<file path="src/sv/averaged_fan_curve_controller_macros.svh">
// ----------------------------------------------------------------------------
// Averaged fan curve controller - assertion macros
// Shared concurrent check helpers for the controller RTL.
// ----------------------------------------------------------------------------
`ifndef AVERAGED_FAN_CURVE_CONTROLLER_MACROS_SVH
`define AVERAGED_FAN_CURVE_CONTROLLER_MACROS_SVH

// condition must hold in the same cycle as the trigger
`define AFCC_ASSERT_NOW(label, clk, rst, pre, post) \
   label: assert property (@(posedge clk) disable iff (rst) (pre) |-> (post)) \
      else $error("afcc: same-cycle check failed");

// condition must hold in the cycle after the trigger
`define AFCC_ASSERT_NEXT(label, clk, rst, pre, post) \
   label: assert property (@(posedge clk) disable iff (rst) (pre) |=> (post)) \
      else $error("afcc: next-cycle check failed");

`endif

</file>
<file path="src/sv/afcc_pkg.sv">
// ----------------------------------------------------------------------------
// afcc_pkg
// Types, codes and curve helpers for the averaged fan curve controller.
// ----------------------------------------------------------------------------
package afcc_pkg;

   typedef struct packed {
      logic [1:0] mode;
      logic [7:0] temperature;
      logic       temp_read_error;
      logic       fan_read_error;
   } req_payload_type;

   typedef struct packed {
      logic       fan_write;
      logic [3:0] fan_level;
      logic       kernel_control;
      logic [7:0] average_temp;
      logic       fault;
   } rsp_payload_type;

   // request modes
   localparam logic [1:0] MODE_TICK    = 2'd0;
   localparam logic [1:0] MODE_ENABLE  = 2'd1;
   localparam logic [1:0] MODE_RELEASE = 2'd2;

   // what a transaction commands on the fan
   localparam logic [1:0] CMD_NONE     = 2'd0;
   localparam logic [1:0] CMD_CURVE    = 2'd1;
   localparam logic [1:0] CMD_FALLBACK = 2'd2;

   // register map
   localparam int         CSR_ADDR_W   = 3;
   localparam logic [0:0] REG_MIN_FAN_LEVEL      = 1'd0;
   localparam logic [0:0] REG_FALLBACK_FAN_LEVEL = 1'd1;
   localparam logic [3:0] MIN_FAN_LEVEL_RESET    = 4'd4;
   localparam logic [3:0] FALLBACK_LEVEL_RESET   = 4'd5;

   localparam logic [3:0] BASE_LEVEL  = 4'd3;
   localparam logic [3:0] TOP_LEVEL   = 4'd11;
   localparam int         CURVE_STEPS = 8;
   localparam logic [7:0] CURVE_EDGE [CURVE_STEPS] =
      '{8'd40, 8'd45, 8'd48, 8'd50, 8'd55, 8'd60, 8'd65, 8'd70};

   function automatic logic [3:0] sat_level(input logic [3:0] value);
      return (value > TOP_LEVEL) ? TOP_LEVEL : value;
   endfunction

   function automatic logic [3:0] curve_level(input logic [7:0] mean);
      logic [3:0] lvl;
      lvl = BASE_LEVEL;
      for (int k = 0; k < CURVE_STEPS; k++) begin
         if (mean >= CURVE_EDGE[k]) begin
            lvl = BASE_LEVEL + 4'd1 + 4'(k);
         end
      end
      return lvl;
   endfunction

endpackage

</file>
<file path="src/sv/averaged_fan_curve_controller.sv">
// ----------------------------------------------------------------------------
// averaged_fan_curve_controller
// Moving-average temperature window mapped through a step curve to a fan level.
// ----------------------------------------------------------------------------
// Takes one transaction per clock cycle while the result side is ready and
// returns one result per transaction through the stage 1, stage 2 and result
// registers. The pace is set by the read-modify-write of the sample memory:
// the slot is read at accept (registered read), the running window sum is
// updated and the sample written back as the transaction leaves stage 1, with
// a bypass when a following transaction reads the slot being written. The mean
// (multiply by reciprocal) and the curve lookup take one more stage. Samples
// start as zero through per-entry valid bits, so no clearing pass follows reset.
// ----------------------------------------------------------------------------
`include "averaged_fan_curve_controller_macros.svh"

module averaged_fan_curve_controller
   import afcc_pkg::*;
#(
   parameter int WINDOW = 10
) (
   input  logic                  clock,
   input  logic                  reset,
   input  logic                  req_valid,
   output logic                  req_ready,
   input  req_payload_type       req_payload,
   output logic                  rsp_valid,
   input  logic                  rsp_ready,
   output rsp_payload_type       rsp_payload,
   input  logic                  psel,
   input  logic                  penable,
   input  logic                  pwrite,
   input  logic [CSR_ADDR_W-1:0] paddr,
   input  logic [31:0]           pwdata,
   output logic [31:0]           prdata,
   output logic                  pready
);

   localparam int IDX_W   = (WINDOW > 1) ? $clog2(WINDOW) : 1;
   localparam int SUM_W   = $clog2(WINDOW * 255 + 1);
   localparam int LOG_W   = $clog2(WINDOW);
   localparam int SH      = SUM_W + LOG_W;
   localparam int RECIP   = ((2 ** SH) + WINDOW - 1) / WINDOW;
   localparam int RECIP_W = SUM_W + 1;
   localparam int PROD_W  = SUM_W + RECIP_W;

   typedef struct packed {
      logic             store;
      logic [IDX_W-1:0] addr;
      logic [7:0]       temp;
      logic [1:0]       cmd;
      logic             fault;
      logic             kctl;
      logic             fwd;
      logic [7:0]       fwd_data;
   } s1_stage_type;

   typedef struct packed {
      logic [SUM_W-1:0] sum;
      logic [1:0]       cmd;
      logic             fault;
      logic             kctl;
   } s2_stage_type;

   // control state
   logic              kernel_on_ff, kernel_on_in;
   logic [IDX_W-1:0]  ring_index_ff, ring_index_in;
   logic [SUM_W-1:0]  window_sum_ff, window_sum_in;
   logic [WINDOW-1:0] slot_valid_ff, slot_valid_in;
   logic              s1_valid_ff, s1_valid_in;
   logic              s2_valid_ff, s2_valid_in;
   logic              rsp_valid_ff, rsp_valid_in;
   logic [3:0]        min_level_ff, min_level_in;
   logic [3:0]        fallback_level_ff, fallback_level_in;

   // payload
   s1_stage_type      s1_ff, s1_in;
   s2_stage_type      s2_ff, s2_in;
   rsp_payload_type   rsp_payload_ff, rsp_payload_in;

   logic              accept, out_free, s2_move, s2_free, s1_move, s1_free;
   logic              tick_on, read_err, cfg_write;
   logic [7:0]        ram_rd_data, old_sample;
   logic [SUM_W-1:0]  sum_new;
   logic [PROD_W-1:0] mean_prod;
   logic [7:0]        mean;
   logic [3:0]        curve_lvl, floor_lvl;

   // ---------------------------------------------------------------- handshake
   assign out_free  = !rsp_valid_ff || rsp_ready;
   assign s2_move   = s2_valid_ff && out_free;
   assign s2_free   = !s2_valid_ff || s2_move;
   assign s1_move   = s1_valid_ff && s2_free;
   assign s1_free   = !s1_valid_ff || s1_move;
   assign req_ready = s1_free;
   assign accept    = req_valid && req_ready;

   assign s1_valid_in  = accept || (s1_valid_ff && !s1_move);
   assign s2_valid_in  = s1_move || (s2_valid_ff && !s2_move);
   assign rsp_valid_in = s2_move || (rsp_valid_ff && !rsp_ready);

   // ---------------------------------------------------------------- accept
   assign tick_on  = (req_payload.mode == MODE_TICK) && kernel_on_ff;
   assign read_err = req_payload.temp_read_error || req_payload.fan_read_error;

   always_comb begin
      kernel_on_in  = kernel_on_ff;
      ring_index_in = ring_index_ff;
      s1_in         = s1_ff;
      if (accept) begin
         s1_in.store    = tick_on && !req_payload.temp_read_error;
         s1_in.addr     = ring_index_ff;
         s1_in.temp     = req_payload.temperature;
         s1_in.fault    = tick_on && read_err;
         // previous transaction writes this slot in the same cycle
         s1_in.fwd      = s1_move && s1_ff.store && (s1_ff.addr == ring_index_ff);
         s1_in.fwd_data = s1_ff.temp;
         s1_in.cmd      = CMD_NONE;
         unique case (req_payload.mode)
            MODE_TICK: begin
               if (kernel_on_ff) begin
                  s1_in.cmd    = read_err ? CMD_FALLBACK : CMD_CURVE;
                  kernel_on_in = !read_err;
               end
            end
            MODE_ENABLE: begin
               kernel_on_in = 1'b1;
            end
            MODE_RELEASE: begin
               if (kernel_on_ff) begin
                  s1_in.cmd = CMD_FALLBACK;
               end
               kernel_on_in = 1'b0;
            end
            default: begin
            end
         endcase
         s1_in.kctl = kernel_on_in;
         if (tick_on) begin
            ring_index_in = (32'(ring_index_ff) == WINDOW - 1) ? '0
                                                               : ring_index_ff + 1'b1;
         end
      end
   end

   afcc_ram #(
      .WIDTH (8),
      .DEPTH (WINDOW)
   ) u_sample_ram (
      .clock   (clock),
      .wr_en   (s1_move && s1_ff.store),
      .wr_addr (s1_ff.addr),
      .wr_data (s1_ff.temp),
      .rd_en   (accept),
      .rd_addr (ring_index_ff),
      .rd_data (ram_rd_data)
   );

   // ---------------------------------------------------------------- stage 1
   always_comb begin
      if (s1_ff.fwd) begin
         old_sample = s1_ff.fwd_data;
      end else if (slot_valid_ff[s1_ff.addr]) begin
         old_sample = ram_rd_data;
      end else begin
         old_sample = '0;
      end
   end

   assign sum_new = window_sum_ff - SUM_W'(old_sample) + SUM_W'(s1_ff.temp);

   always_comb begin
      window_sum_in = window_sum_ff;
      slot_valid_in = slot_valid_ff;
      s2_in         = s2_ff;
      if (s1_move) begin
         if (s1_ff.store) begin
            window_sum_in                = sum_new;
            slot_valid_in[s1_ff.addr]    = 1'b1;
         end
         s2_in.sum   = s1_ff.store ? sum_new : window_sum_ff;
         s2_in.cmd   = s1_ff.cmd;
         s2_in.fault = s1_ff.fault;
         s2_in.kctl  = s1_ff.kctl;
      end
   end

   // ---------------------------------------------------------------- stage 2
   assign mean_prod = PROD_W'(s2_ff.sum) * PROD_W'(RECIP);
   assign mean      = mean_prod[SH +: 8];
   assign curve_lvl = curve_level(mean);
   assign floor_lvl = sat_level(min_level_ff);

   always_comb begin
      rsp_payload_in = rsp_payload_ff;
      if (s2_move) begin
         rsp_payload_in.kernel_control = s2_ff.kctl;
         rsp_payload_in.average_temp   = mean;
         rsp_payload_in.fault          = s2_ff.fault;
         unique case (s2_ff.cmd)
            CMD_CURVE: begin
               rsp_payload_in.fan_write = 1'b1;
               rsp_payload_in.fan_level = (curve_lvl < floor_lvl) ? floor_lvl : curve_lvl;
            end
            CMD_FALLBACK: begin
               rsp_payload_in.fan_write = 1'b1;
               rsp_payload_in.fan_level = sat_level(fallback_level_ff);
            end
            default: begin
               rsp_payload_in.fan_write = 1'b0;
               rsp_payload_in.fan_level = '0;
            end
         endcase
      end
   end

   assign rsp_valid   = rsp_valid_ff;
   assign rsp_payload = rsp_payload_ff;

   // ---------------------------------------------------------------- registers
   assign pready    = 1'b1;
   assign cfg_write = psel && penable && pwrite && pready;

   always_comb begin
      min_level_in      = min_level_ff;
      fallback_level_in = fallback_level_ff;
      if (cfg_write) begin
         unique case (paddr[CSR_ADDR_W-1:2])
            REG_MIN_FAN_LEVEL:      min_level_in      = pwdata[3:0];
            REG_FALLBACK_FAN_LEVEL: fallback_level_in = pwdata[3:0];
            default: begin
            end
         endcase
      end
   end

   always_comb begin
      unique case (paddr[CSR_ADDR_W-1:2])
         REG_MIN_FAN_LEVEL:      prdata = 32'(min_level_ff);
         REG_FALLBACK_FAN_LEVEL: prdata = 32'(fallback_level_ff);
         default:                prdata = '0;
      endcase
   end

   always_ff @(posedge clock) begin
      if (reset) begin
         kernel_on_ff      <= 1'b1;
         ring_index_ff     <= '0;
         window_sum_ff     <= '0;
         slot_valid_ff     <= '0;
         s1_valid_ff       <= 1'b0;
         s2_valid_ff       <= 1'b0;
         rsp_valid_ff      <= 1'b0;
         min_level_ff      <= MIN_FAN_LEVEL_RESET;
         fallback_level_ff <= FALLBACK_LEVEL_RESET;
      end else begin
         kernel_on_ff      <= kernel_on_in;
         ring_index_ff     <= ring_index_in;
         window_sum_ff     <= window_sum_in;
         slot_valid_ff     <= slot_valid_in;
         s1_valid_ff       <= s1_valid_in;
         s2_valid_ff       <= s2_valid_in;
         rsp_valid_ff      <= rsp_valid_in;
         min_level_ff      <= min_level_in;
         fallback_level_ff <= fallback_level_in;
      end
   end

   always_ff @(posedge clock) begin
      s1_ff          <= s1_in;
      s2_ff          <= s2_in;
      rsp_payload_ff <= rsp_payload_in;
   end

   // ---------------------------------------------------------------- checks
   `AFCC_ASSERT_NOW(a_fault_hands_back, clock, reset,
      rsp_valid_ff && rsp_payload_ff.fault,
      !rsp_payload_ff.kernel_control && rsp_payload_ff.fan_write)
   `AFCC_ASSERT_NOW(a_stall_only_when_full, clock, reset, !req_ready,
      s1_valid_ff && s2_valid_ff && rsp_valid_ff && !rsp_ready)
   `AFCC_ASSERT_NOW(a_index_in_window, clock, reset, 1'b1, 32'(ring_index_ff) < WINDOW)
   `AFCC_ASSERT_NOW(a_sum_bounded, clock, reset, 1'b1, 32'(window_sum_ff) <= WINDOW * 255)
   `AFCC_ASSERT_NEXT(a_enable_sets_control, clock, reset,
      accept && req_payload.mode == MODE_ENABLE, kernel_on_ff)

endmodule

</file>
<file path="src/sv/afcc_ram.sv">
// ----------------------------------------------------------------------------
// afcc_ram
// Generic single write port, single read port RAM with registered read.
// ----------------------------------------------------------------------------
module afcc_ram #(
   parameter int WIDTH = 8,
   parameter int DEPTH = 10
) (
   input  logic                                      clock,
   input  logic                                      wr_en,
   input  logic [((DEPTH > 1) ? $clog2(DEPTH) : 1)-1:0] wr_addr,
   input  logic [WIDTH-1:0]                          wr_data,
   input  logic                                      rd_en,
   input  logic [((DEPTH > 1) ? $clog2(DEPTH) : 1)-1:0] rd_addr,
   output logic [WIDTH-1:0]                          rd_data
);

   logic [WIDTH-1:0] mem_ff [DEPTH];
   logic [WIDTH-1:0] rd_data_ff;

   // read returns the old contents when both ports hit one entry
   always_ff @(posedge clock) begin
      if (wr_en) begin
         mem_ff[wr_addr] <= wr_data;
      end
      if (rd_en) begin
         rd_data_ff <= mem_ff[rd_addr];
      end
   end

   assign rd_data = rd_data_ff;

endmodule
</file>
<file path="config.mk">
export PLATFORM = sky130hd
export DESIGN_NAME = averaged_fan_curve_controller
export DESIGN_NICKNAME = d
export VERILOG_FILES = /design/src/sv/afcc_pkg.sv /design/src/sv/averaged_fan_curve_controller.sv /design/src/sv/afcc_ram.sv
export VERILOG_INCLUDE_DIRS = /design/src /design/src/sv
export SDC_FILE = /design/constraint.sdc
export NUM_CORES = 1
export LEC_CHECK = 0
export BUFFER_PORTS_ARGS = -buffer_cell sky130_fd_sc_hd__buf_2
export CELL_PAD_IN_SITES_DETAIL_PLACEMENT = 1
export CELL_PAD_IN_SITES_GLOBAL_PLACEMENT = 1
export CORE_MARGIN = 3
export CORE_UTILIZATION = 35
export DETAILED_ROUTE_END_ITERATION = 10
export GPL_ROUTABILITY_DRIVEN = 1
export PLACE_DENSITY_LB_ADDON = 0.15
export SLEW_MARGIN = 15
export SYNTH_ARGS = -nofsm -noshare
export SYNTH_HDL_FRONTEND = slang
export SYNTH_SLANG_ARGS = --single-unit
</file>
<file path="constraint.sdc">
create_clock -name clock -period 11.4 [get_ports clock]
set_clock_uncertainty 0.05 [all_clocks]
set_input_delay 1.71 -clock clock [delete_from_list [all_inputs] [get_ports clock]]
set_output_delay 1.71 -clock clock [all_outputs]
set_load 0.02 [all_outputs]
</file>
==> results of run 1 <==
## layer usage
metal,vias up,share of wire
met4,0,0.0084
met2,40,0.51
met1,3241,0.47
met5,-,0
li1,3228,-
met3,13,0.015
## metrics by stage
step	total power, W	hold WS, ps	instances	setup WS (ps)	cell area, sq um
after floorplan	0.001902	350.3	944	5001	10910
after global placement	0.002202	353.2	1333	4215	11380
after detailed placement	0.002217	358.4	1333	4219	11380
after CTS	0.002859	377.2	1365	4207	12020
after global routing	0.003083	380.6	1365	3767	12020
final	0.002805	375.1	1365	4284	12020
## registers in the layout (all words and copies together), names as in the netlist
register and count:
window_sum_ff 12, s1_valid_ff 1, ring_index_ff 4, s2_valid_ff 1, rsp_valid 1, s2_ff 16, kernel_on_ff 1, u_sample_ram.rd_data 8
fallback_level_ff 4, u_sample_ram.mem_ff 80, min_level_ff 4, s1_ff 26, rsp_payload 15, slot_valid_ff 10
## worst max-delay path, delay by kind of cell (launching register included)
family	cells	cell delay, ps
xor+xnor	1	250
compound gates	7	1810
flops	1	520
buf+inv	5	310
simple gates	4	830
fa+ha+maj	7	3120
## power by group through the flow
stage,Combinational [W],Clock [W],Sequential (W)
4_1_cts,0.00141,0.000647,0.000806
3_3_place_gp,0.00138,0,0.000819
3_5_place_dp,0.00140,0,0.000821
2_1_floorplan,0.00108,0,0.000824
6_report,0.00137,0.000628,0.000804
5_1_grt,0.00160,0.000677,0.000809
## worst paths after layout
kind              startpoint              end  slack [ps]  cells after the start
hold / removal     s1_ff[12]         s2_ff[3]         380                      0
setup / recovery   s2_ff[11]  rsp_payload[11]        4280                     24
hold reg to reg    s1_ff[12]         s2_ff[3]         380                      0
setup reg to reg   s2_ff[11]  rsp_payload[11]        4280                     24
## synthesized netlist by cell type (2+ instances only)
cell,number
and4_1,2
and2_1,4
nor3b_1,2
nand4_1,6
or3_1,2
mux4_2,18
inv_1,133
buf_4,29
and3_1,2
a31oi_1,6
mux2i_1,17
xor2_2,2
xnor2_1,13
nor3_1,11
a211o_1,6
clkbuf_1,19
dfxtp_1,38
a31o_2,2
o21ai_0,28
nor4_1,3
edfxtp_1,145
nand2_1,55
a21o_1,8
nor2b_1,16
nand3_1,8
ha_1,100
buf_1,3
o21ai_1,3
nand2b_1,4
a211oi_1,10
nor2_1,77
a2111oi_0,2
o21a_1,2
a21boi_0,4
conb_1,2
a21oi_1,45
mux2_2,5
fa_1,45
a22o_1,8
xor2_1,7
## cell type report
| cell class | count | area (sq um) | area share |
|---|---|---|---|
| flip-flops and latches | 183 | 5116 | 0.4255 |
| multi-input cells | 575 | 5000 | 0.4159 |
| inverters | 134 | 505.5 | 0.04204 |
| well taps | 390 | 488.0 | 0.04059 |
| clock buffers | 17 | 425.4 | 0.03538 |
| repair buffers | 51 | 272.8 | 0.02269 |
| clock inverters | 15 | 215.2 | 0.01790 |
## cells by family after synthesis
family / Yosys count / synth area share
AOI/OAI and AO/OA: 141 / 0.08871
xor gates and xnor gates: 22 / 0.01922
adders and majority gates: 145 / 0.1992
buffers and inverters: 186 / 0.07504
DFF: 183 / 0.4734
muxes: 40 / 0.05848
other: 2 / 0.0006951
and+or+nand+nor: 198 / 0.08524
==> results.yml, run 1 <==
status:
  status: "completed"
route:
  via_count: 6522
  drc: 0
  viasPerCell: 4.778
  wl_mm: 22.13
  drtPass1Iterations: 5
  drtIter0Drc: 223
  wire_per_inst_um: 16.22
  ant_nets: 0
timing:
  max_slew.worst_pin.slew_ps: 1016
  fin_crit_sh: 0.6242
  period_minus_slack_ps: 7116
  rsz0062_at_grt: "false"
  timing.slew.headroom: 0.3200
  setup_viol: 0
  slew_viol_final: 0
  max_freq_mhz: 140.5
  final.setup.tns_ps: 0
  hold_viol_final: 0
yosys:
  netlist_instances: 917
  yosysTopAreaCell: "edfxtp_1"
  synth_cell_type_count: 65
  netlist_area_sq_mm: 0.01080
  synth-warning-count: 0
  ys_seq_area_frac: 0.4734
  ys_top_cells_by_area: "edfxtp_1 (40%), ha_1 (12%), fa_1 (8.3%)"
  synth.top_cell.area_share: 0.4030
  synth_edf_count: 145
  synth_ff_type: "edfxtp_1"
  async_reset_ff_frac: 0
  avgSynthCellArea_sq_um: 11.78
  ys_ff_latch: 183
cts:
  clock-sinks: 183
  ctsResizeCount: 0
  cts_tree: "done"
  clk_latency_ps: 440
  post_cts_buffers: 0
  ctsHoldBuffers: 0
  cts_buffers: 17
  cts.path.max_buffers: 2
  cts_root_buffer: "clkbuf_16"
  clk_pin_slew_ps: 80
  h-tree-depth: 4
power_and_ir_drop:
  clkPwrFrac: 0.224
  p_leak_nw: 4.977
  pwr-share-comb: 0.490
  p_seq_frac: 0.287
  p_int_w: 0.001618
  p_sw_frac: 0.4233
  p_switching_w: 0.001187
  power.density_mw_per_mm2: 233.3
  ir_drop_mv: 0.1787
hold_path:
  min_path_type: "flop to flop"
flow_run:
  max-cap-violations: 0
global_routing:
  top_usage_layer: "met2"
  use_met3: 0.02043
  globalRouteMet1Util: 0.1781
  grt_pass1_vias: 7104
  track_usage: 0.1386
  gr-total-overflow: 0
  antenna_found_initial: 0
  grt_max_degree: 40
  grt_pass1_wl_mm: 36.89
  gr-usage-met2: 0.2474
critical_path:
  path_common_cell: "inv_1"
  path_class: "flop to flop"
  crit_chain: "ha_1, inv_1, fa_1, fa_1, inv_1, fa_1, inv_1, fa_1, inv_1, ha_1, nand2_1, nor2_1, a31oi_1, a31oi_1, xor2_2, a31o_2, a31oi_2, inv_1, ha_1, a21o_1, nor3_1, o211ai_2, and4_1, a211o_1"
  cp-end-kind: "flop"
  arrival_ps: 7260
  critical_path.max_stage_delay_ps: 560
  cp.required_ps: 11550
  start_kind: "flop"
  crit_fanout: 8
  slowest_stage: "fa_1"
floorplan:
  ios: 104
  core-area_sq_mm: 0.03003
  die_h_um: 181.7
  die_area_sq_mm: 0.03301
  start_util: 0.3597
  die_x_um: 181.7
  row_count: 63
placement:
  place_hpwl_mm: 16.73
  port_buffers: 44
  gp_congestion: 0.7614
layout:
  diodes: 0
  nFillCells: 3256
  syn_to_final_growth_pct: 11.28
  drive_gt1_frac: 0.1303
  layout.nets: 1161
  fin_util: 0.4003
  final_common_cell: "edfxtp_1"
  mostFrequentLayoutCells: "edfxtp_1 (145), inv_1 (133), ha_1 (100), nor2_1 (77), nand2_1 (55)"
Note: power is estimated with default switching activity, not from simulation.
==> inputs of run 2 (changes only) <==
ABC_AREA = 1   (was default)
clock period = 6.3 ns   (was 11.4 ns; I/O delays follow)
==> results.yml, run 2 <==
status:
  status: "completed"
critical_path:
  ff2ff_path_depth: 29
  cp-end-kind: "flop"
  path_common_cell: "inv_1"
  slowest_stage: "fa_1"
  cp.required_ps: 6440
  arrival_ps: 6030
  critical_path.max_stage_delay_ps: 540
  path_class: "flop to flop"
  start_kind: "flop"
  crit_fanout: 4
cts:
  ctsHoldBuffers: 0
  cts.path.max_buffers: 2
  cts_tree: "done"
  clk_latency_ps: 440
  cts_buffers: 17
  clk_pin_slew_ps: 70
  h-tree-depth: 4
  clock-sinks: 183
  cts_root_buffer: "clkbuf_16"
yosys:
  synth_cell_type_count: 44
  synth-compound-area-share: 0.09075
  ys_seq_area_frac: 0.4569
  async_reset_ff_frac: 0
  synth_edf_count: 145
  synth_ff_type: "edfxtp_1"
  netlist_instances: 1177
  yosysMostFrequentCell: "inv_1"
  synth.top_cell.area_share: 0.3889
  yosys-top-cells-count: "inv_1 (217), nand2_1 (196), edfxtp_1 (145)"
  avgSynthCellArea_sq_um: 9.512
  ys_ff_latch: 183
  synth_xor_area_frac: 0.01095
  netlist_area_sq_mm: 0.01120
  synth_top_family_by_area: "adder cells"
  yosysTopAreaCell: "edfxtp_1"
  synth.area.mux_share: 0
  ys_top_cells_by_area: "edfxtp_1 (39%), ha_1 (11%), fa_1 (8.0%)"
  synth_fa_ha_area_frac: 0.1922
  synth-warning-count: 0
  synth_simple_gate_area_frac: 0.1449
layout:
  final_common_cell: "inv_1"
  syn_to_final_growth_pct: 12.09
  reg_top3: "u_sample_ram.mem_ff: 80 flops, s1_ff: 26 flops, s2_ff: 16 flops"
  drive_gt1_frac: 0.1126
  layout.nets: 1438
  largest_register_ffs: 80
  fin_cells: 1648
  regMostFlops: "u_sample_ram.mem_ff"
  mostFrequentLayoutCells: "inv_1 (216), nand2_1 (193), edfxtp_1 (145), ha_1 (99), nor2_1 (97)"
  diodes: 0
  nFillCells: 3582
timing:
  hold_viol_final: 0
  timing.slew.headroom: 0.2339
  final.setup.tns_ps: 0
  setup_viol: 0
  fin_crit_sh: 0.9359
  period_minus_slack_ps: 5896
  max_freq_mhz: 169.6
  layout_setup_ws_ps: 403.5
  max_slew.worst_pin.slew_ps: 1145
  slew_viol_final: 0
power_and_ir_drop:
  p_leak_nw: 5.714
  ir_drop_mv: 0.2006
  power.density_mw_per_mm2: 427.3
placement:
  dp_slack_ps: 159.5
  place_hpwl_mm: 20.55
  port_buffers: 44
  dp.cells: 1610
  gp_congestion: 0.7874
global_routing:
  grt_pass1_vias: 8376
  grt_max_degree: 32
  antenna_found_initial: 0
  track_usage: 0.1639
  gr-total-overflow: 0
  grt_pass1_wl_mm: 43.81
floorplan:
  core-area_sq_mm: 0.03107
  die_h_um: 184.9
  die_area_sq_mm: 0.03417
  row_count: 64
  start_util: 0.3603
  die_x_um: 184.9
  ios: 104
route:
  wire_per_inst_um: 16.28
  drtPass1Iterations: 4
  ant_nets: 0
  viasPerCell: 4.797
  drc: 0
  wl_mm: 26.83
  via_count: 7906
  drtIter0Drc: 359
hold_path:
  min_path_type: "flop to flop"
  worstHoldPathCells: 0
flow_run:
  max-cap-violations: 0
==> run 2: cells by family (layout without fill, tap and decap cells) <==
kind of cell,Yosys count,count (layout)
AO/OA/AOI/OAI,177,177
XOR/XNOR,14,14
adder cells (fa/ha/maj),145,145
buffers and inverters,280,328
flip-flops,183,183
other,2,29
AND/OR/NAND/NOR,376,376
==> run 2: area by class of cell <==
| cell class | count | area (sq um) | area share |
|---|---|---|---|
| multi-input combinational | 741 | 5087 | 0.4054 |
| timing repair buffer | 66 | 385.4 | 0.03071 |
| inverter | 230 | 863.3 | 0.06879 |
| sequential | 183 | 5115 | 0.4076 |
| tap | 396 | 495.5 | 0.03948 |
| clock inverter | 13 | 170.2 | 0.01356 |
| clock buffer | 19 | 432.9 | 0.03450 |
==> run 2: where the power goes <==
| group | internal, W | leakage, nW | switching (W) |
|---|---|---|---|
| combinational | 0.000994 | 3.75 | 0.00182 |
| sequential | 0.00140 | 1.66 | 0.0000339 |
| clock | 0.000634 | 0.302 | 0.000487 |
| total | 0.00302 | 5.71 | 0.00234 |
==> run 2: per-stage QoR <==
stage	power (W)	hold WS (ps)	instance area (sq um)	utilization
after floorplan	0.003538	350.3	11300	-
final	0.005362	371.6	12550	0.4039
after global routing	0.005932	389.2	12550	0.4039
after global placement	0.004153	352.4	11860	0.3817
after detailed placement	0.004178	360.2	11860	0.3817
after CTS	0.005324	373.2	12460	0.4011
==> run 2: critical path, delay by kind of cell, from the launching register on <==
kind            cells  cell delay (ps)
compound gates      5              740
flops               1              440
simple gates       10              940
fa+ha+maj           7             3050
buf+inv             7              400
==> run 2: routing by layer <==
| metal | global-route usage | part of all wire |
|---|---|---|
| met1 | 0.2078 | 0.45 |
| met2 | 0.2971 | 0.51 |
| met3 | 0.02337 | 0.024 |
| met4 | 0.03571 | 0.0089 |
| met5 | 0 | 0 |
==> run 2: what timing repair did <==
action	in CTS	in global routing
endpoints found under the setup margin	0	4
buffers inserted	0	6
gates resized for setup	0	10
==> run 2: final timing paths <==
path              slack [ps]       from               to
setup / recovery         400  s2_ff[11]  rsp_payload[10]
hold / removal           370  s1_ff[10]         s2_ff[1]
setup reg to reg         400  s2_ff[11]  rsp_payload[10]
hold reg to reg          370  s1_ff[10]         s2_ff[1]
==> inputs of run 3 (changes only) <==
CELL_PAD_IN_SITES_DETAIL_PLACEMENT = default   (was 1)
CELL_PAD_IN_SITES_GLOBAL_PLACEMENT = default   (was 1)
==> results.yml, run 3 (same netlist as run 2, synthesis figures left out) <==
cts:
  clk_latency_ps: 440
  h-tree-depth: 4
  cts_buffers: 17
  clock-sinks: 183
  ctsHoldBuffers: 0
  cts_root_buffer: "clkbuf_16"
  clk_pin_slew_ps: 70
  cts.path.max_buffers: 2
  cts_tree: "done"
global_routing:
  antenna_found_initial: 0
  track_usage: 0.1475
  gr-total-overflow: 0
  grt_pass1_wl_mm: 39.63
  grt_pass1_vias: 7586
  grt_max_degree: 35
critical_path:
  cp.required_ps: 6430
  slowest_stage: "fa_1"
  crit_buf_inv: 6
  r2r_slack_ps: 340
  timing.rr.start: "s2_ff[8]"
  path_class: "flop to flop"
  crit_fanout: 6
  crit_family: "adder cells"
  start_kind: "flop"
  startpoint: "s2_ff[8]"
  critical_path.max_stage_delay_ps: 560
  arrival_ps: 6090
  cp-end-kind: "flop"
  worstSetupPathDepth: 30
  path_common_cell: "nand2_1"
  ff2ff_path_depth: 30
  endpoint: "rsp_payload[10]"
  r2r-end: "rsp_payload[10]"
route:
  wire_per_inst_um: 14.80
  drc: 0
  wl_mm: 24.30
  drtIter0Drc: 421
  viasPerCell: 4.638
  drtPass1Iterations: 5
  via_count: 7616
  ant_nets: 0
placement:
  gp_congestion: 0.8334
  place_hpwl_mm: 18.35
  port_buffers: 44
  dp.cells: 1607
  dpl_cell_area_sq_mm: 0.01184
timing:
  timing.slew.headroom: 0.2603
  max_slew.worst_pin.slew_ps: 1106
  period_minus_slack_ps: 5957
  fin_crit_sh: 0.9456
  whs_ps: 367.6
  slew_viol_final: 0
  max_freq_mhz: 167.9
  setup_viol: 0
  hold_viol_final: 0
floorplan:
  core-area_sq_mm: 0.03107
  die_x_um: 184.9
  start_util: 0.3603
  die_area_sq_mm: 0.03417
  row_count: 64
  die_h_um: 184.9
  ios: 104
layout:
  fin_cells: 1642
  largest_register_ffs: 80
  fin_util: 0.4027
  layout.nets: 1432
  regMostFlops: "u_sample_ram.mem_ff"
  mostFrequentLayoutCells: "inv_1 (217), nand2_1 (192), edfxtp_1 (145), nor2_1 (98), ha_1 (98)"
  syn_to_final_growth_pct: 11.76
  drive_gt1_frac: 0.1116
  diodes: 0
  reg_top3: "u_sample_ram.mem_ff: 80 flops, s1_ff: 26 flops, s2_ff: 16 flops"
  final_area_sq_mm: 0.01251
  final_common_cell: "inv_1"
power_and_ir_drop:
  p_int_w: 0.002980
  pwr-share-comb: 0.528
  p_seq_frac: 0.273
  p_sw_frac: 0.4330
  power.density_mw_per_mm2: 420.1
  p_switching_w: 0.002276
  ir_drop_mv: 0.2192
  p_leak_nw: 5.663
  clkPwrFrac: 0.200
hold_path:
  min_path_type: "flop to flop"
  hp-start: "s1_ff[9]"
  worstHoldPathCells: 0
status:
  status: "completed"
flow_run:
  max-cap-violations: 0
run 3: timing repair:
| action | in CTS | in global routing |
|---|---|---|
| resized for setup | 0 | 10 |
| buffers inserted | 0 | 3 |
| setup endpoints to repair | 0 | 4 |
run 3: per-layer routing:
metal / track usage / up-vias / part of all wire
li1: - / 3916 / -
met1: 0.2076 / 3549 / 0.49
met2: 0.2387 / 134 / 0.46
met3: 0.02651 / 17 / 0.037
met4: 0.03331 / 0 / 0.0090
met5: 0 / - / 0
run 3: power groups by stage:
stage / clock network (W) / logic, W / registers, W
final: 0.00105 / 0.00277 / 0.00143
after global routing: 0.00114 / 0.00324 / 0.00144
after CTS: 0.00108 / 0.00267 / 0.00143
after detailed placement: 0 / 0.00266 / 0.00146
after global placement: 0 / 0.00264 / 0.00146
after floorplan: 0 / 0.00207 / 0.00147
run 3: layout make-up:
class,count,area (sq um)
well taps,396,495.5
clock buffers,21,503.0
repair buffers,60,340.3
inverters,230,863.3
multi-input cells,741,5111
fillers,3106,18560
clock inverters,11,83.83
flip-flops and latches,183,5115
run 3: worst min-delay path by stage:
stage | to | slack, ps
3_3_place_gp | s2_ff[2] | 350
6_report | s2_ff[0] | 370
4_1_cts | s2_ff[0] | 370
3_5_place_dp | s2_ff[0] | 360
2_1_floorplan | rsp_payload[0] | 350
5_1_grt | s2_ff[0] | 370
run 3: worst register-to-register path: cells and delay by family, from the launching register on:
kind            cells  cell delay (ps)
buf+inv             6              510
compound gates      5              830
fa+ha+maj           7             2890
simple gates       12              960
flops               1              470
run 3: metrics by stage:
step / TNS, ps / setup WS, ps / power [W]
floorplan: 0 / 701.1 / 0.003538
global placement: 0 / 285.9 / 0.004102
detailed placement: 0 / 235.9 / 0.004119
CTS: 0 / 211.7 / 0.005184
global route: -3.650 / -3.367 / 0.005813
finish: 0 / 342.7 / 0.005256
